<file path="src/design/imhq_ram.sv">
`timescale 1ns / 1ps
`default_nettype none
module imhq_ram #(
   parameter int WIDTH = 8,
   parameter int DEPTH = 256
) (
   input  wire logic                     clock,
   input  wire logic                     wr_en,
   input  wire logic [$clog2(DEPTH)-1:0] wr_addr,
   input  wire logic [WIDTH-1:0]         wr_data,
   input  wire logic [$clog2(DEPTH)-1:0] rd_addr,
   output logic      [WIDTH-1:0]         rd_data
);
   logic [WIDTH-1:0] mem [DEPTH];

   always_ff @(posedge clock) begin
      if (wr_en) begin
         mem[wr_addr] <= wr_data;
      end
      rd_data <= mem[rd_addr];
   end
endmodule
`default_nettype wire

</file>
<file path="config.mk">
export PLATFORM = sky130hd
export DESIGN_NAME = imhq_ram
export DESIGN_NICKNAME = d
export VERILOG_FILES = /design/src/design/imhq_ram.sv
export SDC_FILE = /design/constraint.sdc
export NUM_CORES = 2
export LEC_CHECK = 0
export BUFFER_PORTS_ARGS = -buffer_cell sky130_fd_sc_hd__buf_2
export CAP_MARGIN = 30
export CORE_ASPECT_RATIO = 0.75
export CORE_UTILIZATION = 63
export DETAILED_ROUTE_END_ITERATION = 7
export GPL_TIMING_DRIVEN = 0
export PLACE_DENSITY = 0.82
export REMOVE_ABC_BUFFERS = 1
export SLEW_MARGIN = 20
export SYNTH_ARGS = -nofsm -noshare
export SYNTH_HDL_FRONTEND = slang
export SYNTH_SLANG_ARGS = --single-unit
</file>
<file path="constraint.sdc">
create_clock -name clock -period 2.53 [get_ports clock]
set_input_delay 0.3795 -clock clock [delete_from_list [all_inputs] [get_ports clock]]
set_output_delay 0.3795 -clock clock [all_outputs]
set_load 0.03 [all_outputs]
</file>
======== Yosys cells after proc, flatten, opt, wreduce, memory -nomap -nowiden ========
Memories as Yosys holds them, arrays and structs flattened. A register that Yosys moved wholly into a read port is not among the register bits.
Index checks and enable logic that the tools add are counted.
Widths: inputs -> output; s select.
cells by class
  multiplexer cells ....................... 2
operators with widths
  cell    count
  $mux 1  2
storage, ports and cells
  register bits after elaboration ......... 0
  memory bits (writable) .................. 2048
  word-level logic and storage cells ...... 3
  memories ................................ 1
memories
  name  depth  width  read ports  clocked after memory_dff  write ports  RTL line  source
  mem   256    8      1           1                         1            14        logic [WIDTH-1:0] mem [DEPTH];

======== Longest topological paths before layout ========
  depth after elaboration ................. 2
  gate-level depth with buffers ........... 11

======== Worst setup path after synthesis ========
Ideal clock, no wire load.
  kind .................................... input to register
  from .................................... input rd_addr[0]
  to ...................................... register rd_data[2], read port of mem
  arrival ................................. 2186 ps
  required time ........................... 2399 ps
  slack ................................... 213 ps
  stages .................................. 9
  cell sequence ........................... buf_6 buf_12 buf_8 buf_2 mux4_2 a22oi_1 a21oi_1 nor4_1 nor4_2
RTL lines
  what         RTL line  source
  from (decl)  11        input wire logic [$clog2(DEPTH)-1:0] rd_addr,
  to (decl)    12        output logic [WIDTH-1:0] rd_data

==> results.tsv <==
stage	metric	value	unit
floorplanning	Placement Rows	112	
final_layout	area growth from synthesis to layout	12.35	%
logic_synthesis	synthesized area	79560	sq um
final_layout	design area	89380	sq um
sta	setup_tns	-1.356	ns
clocking	maximum root-to-sink buffer count	3	
place	Placed Area	82050	sq um
global_route	initial antenna violation count	17	
sta	Final Cycle Share	107.1	%
global_route	total grt overflow	0	
global_route	global-route wire length before repair	309100	um
clocking	worst skew pair latency	0.83	ns
place	PortBufs	33	
worst_setup_path	Crit Path Max Fanout	27	
worst_setup_path	startpoint types	primary input	
sta	Max Freq	369.0	MHz
route	wire length per cell	39.07	um
sta	measured slew at the worst slew-check pin	1.099	ns
route	vias per inst	7.515	
sta	clk_skew	0.03783	ns
logic_synthesis	area leader, netlist	edfxtp_1	
logic_synthesis	synth cell count leaders	2048 x edfxtp_1, 454 x mux4_2, 282 x nor2_1, 134 x mux2i_1, 133 x a22oi_1	
worst_setup_path	Crit. End Element	flop	
logic_synthesis	Avg Cell Area, Syn	21.31	sq um
route	drt initial violations	8523	
logic_synthesis	Synth Register Bits	2056	
floorplanning	Die Ht	309.8	um
sta	min Tclk post-route	2.710	ns
route	routed wire length	220900	um
outcome	status	finished with violations	
logic_synthesis	leading cell type by number of instances after synthesis	edfxtp_1	
pwr	VDD IR max	0.0008819	V
floorplanning	Die ar.	127700	sq um
logic_synthesis	Ys Warns	0	
sta	unrepaired setup endpoints after global routing	true	
logic_synthesis	predominant post-synthesis flop cell	edfxtp_1	
logic_synthesis	Area contributors post-synth	edfxtp_1 77%, mux4_2 13%, mux2i_1 1.7%	
worst_setup_path	Critical Path RT	3.16	ns
clocking	sinks on the clock net	2056	
worst_setup_path	WP data arrival	3.34	ns
sta	Hold Fails Final Rpt	0	
worst_setup_path	R2R depth	5	
floorplanning	Core Region	124900	sq um
route	Antenna Violating Nets Remaining	0	
sta	Slew headroom	26.45	%
pwr	Power Dens Cells	765.4	nW/um^2
clocking	CTS tree	done	
final_layout	fin util	71.58	%
pwr	Pleak	27.68	nW
logic_synthesis	Post-synth ARST share	0	%
logic_synthesis	EDFF count, synth	2048	
flow_run	max cap viols	0	
outcome	violated checks	DRC, setup timing	
place	Detail Placement HPWL	116200	um
floorplanning	die width	412.3	um
logic_synthesis	Synth top area share	77.30	%
worst_setup_path	critical path class	primary input to flop	
place	RD Place Congestion	0.9027	
sta	Setup Viol. Count Final	34	
clocking	H-Tree Depth	4	
final_layout	Nets	3874	
sta	fin worst setup slack	-0.1799	ns
global_route	GR Util All Layers	35.09	%
clocking	clk root buf	clkbuf_16	
route	DRC	14	
clocking	total CTS buffers	175	
global_route	largest net degree at the start of global routing	133	
route	via count	42499	
floorplanning	Initial Util	63.72	%
hold_path	Hold WC Path Type	primary input to flop	
sta	max-slew violations	0	
global_route	number of global-route vias before repair	42373	
logic_synthesis	Gate Count Post-Synth	3733	
logic_synthesis	sequential share of the synthesized area	77.50	%
hold_path	Worst Hold Path Cells	1	
route	Initial DRT Pass Iterations	8	
logic_synthesis	Yosys cell types	55	
clocking	CTS clk-pin slew, worst paths	0.06	ns
final_layout	layout cells sized above 1	23.99	%
floorplanning	I/O pin cnt	34	
## area by class of cell
class | count | area [sq um]
flip-flops and latches | 2056 | 61660
clock buffers | 230 | 4786
inverters | 2 | 20.02
fillers | 6545 | 35480
multi-input cells | 1443 | 17070
repair buffers | 170 | 3047
clock inverters | 88 | 699.4
diodes | 13 | 32.53
well taps | 1653 | 2068
## worst paths after layout
check / startpoint / to / slack [ns]
max: rd_addr[1] / rd_data[1]$_DFF_P_ / -0.18
min: wr_data[4] / mem[242][4]$_DFFE_PP_ / 0.06
max reg2reg: mem[219][1]$_DFFE_PP_ / rd_data[1]$_DFF_P_ / -0.15
min reg2reg: mem[8][0]$_DFFE_PP_ / rd_data[0]$_DFF_P_ / 1.29
## report_power, final
part | switching [mW] | internal (mW) | total, mW
combinational | 2.63 | 1.45 | 4.08
sequential | 0.0454 | 37.5 | 37.6
clock | 12.3 | 14.4 | 26.8
total | 15.0 | 53.4 | 68.4
## registers in the layout (all words and copies together), names as in the netlist
name     count
rd_data      8
mem       2048
## routing by layer
| layer | vias up | wire length [um] | global-route usage [%] |
|---|---|---|---|
| met3 | 766 | 35500 | 11.61 |
| met1 | 21466 | 73030 | 47.65 |
| met2 | 4302 | 101100 | 52.33 |
| met4 | 20 | 11070 | 16.23 |
| li1 | 15945 | - | - |
| met5 | - | 206 | 0.4498 |
## layout by cell type (no fill, tap or decap), drive strengths merged, types with 10 or more instances in the layout
master	n
edfxtp	2048
mux4	456
nor2	282
clkbuf	233
buf	141
mux2i	134
a22oi	133
a21oi	96
clkinv	68
o221ai	47
nand3	34
nand2	33
nor2b	32
o22ai	28
nor4	27
nor3	22
bufbuf	21
a211oi	16
a221oi	14
diode	13
o21ai	12
bufinv	11
nand4	10
o211ai	10
## metrics by stage
step | power (mW) | worst slack (ns) | hold WS (ns) | std cells
2_1_floorplan | 39.66 | -0.2573 | 0.4784 | 3500
3_3_place_gp | 42.48 | -17.38 | 0.8197 | 5186
3_5_place_dp | 41.71 | -3.473 | 0.6437 | 5254
4_1_cts | 67.96 | -0.08308 | 0.04136 | 5629
5_1_grt | 69.58 | -0.1129 | 0.06567 | 5644
6_report | 68.41 | -0.1799 | 0.05597 | 5655
## critical path, cell delays in order
cell and delay (ns):
buf_16 0.19, buf_16 0.17, buf_16 0.21, buf_16 0.22
buf_4 0.21, mux4_2 0.35, a22oi_1 0.48, a21oi_1 0.24
nor4_4 0.68, nor4_4 0.14
## cells by family after synthesis
logic type	share of synthesized area [%]
simple gates	2.628
buf+inv	1.831
compound gates	3.419
mux	14.62
flops	77.50
## repair_timing
item / CTS / global route
gates resized for setup: 58 / 43
endpoints found under the setup margin: 88 / 408
cloned: 28 / 1
hold buffers: 5 / 0
setup buffers: 24 / 6
pin swaps: 7 / 8
hold endpoints to repair: 107 / 0
Power figures use the tool's default switching activity.
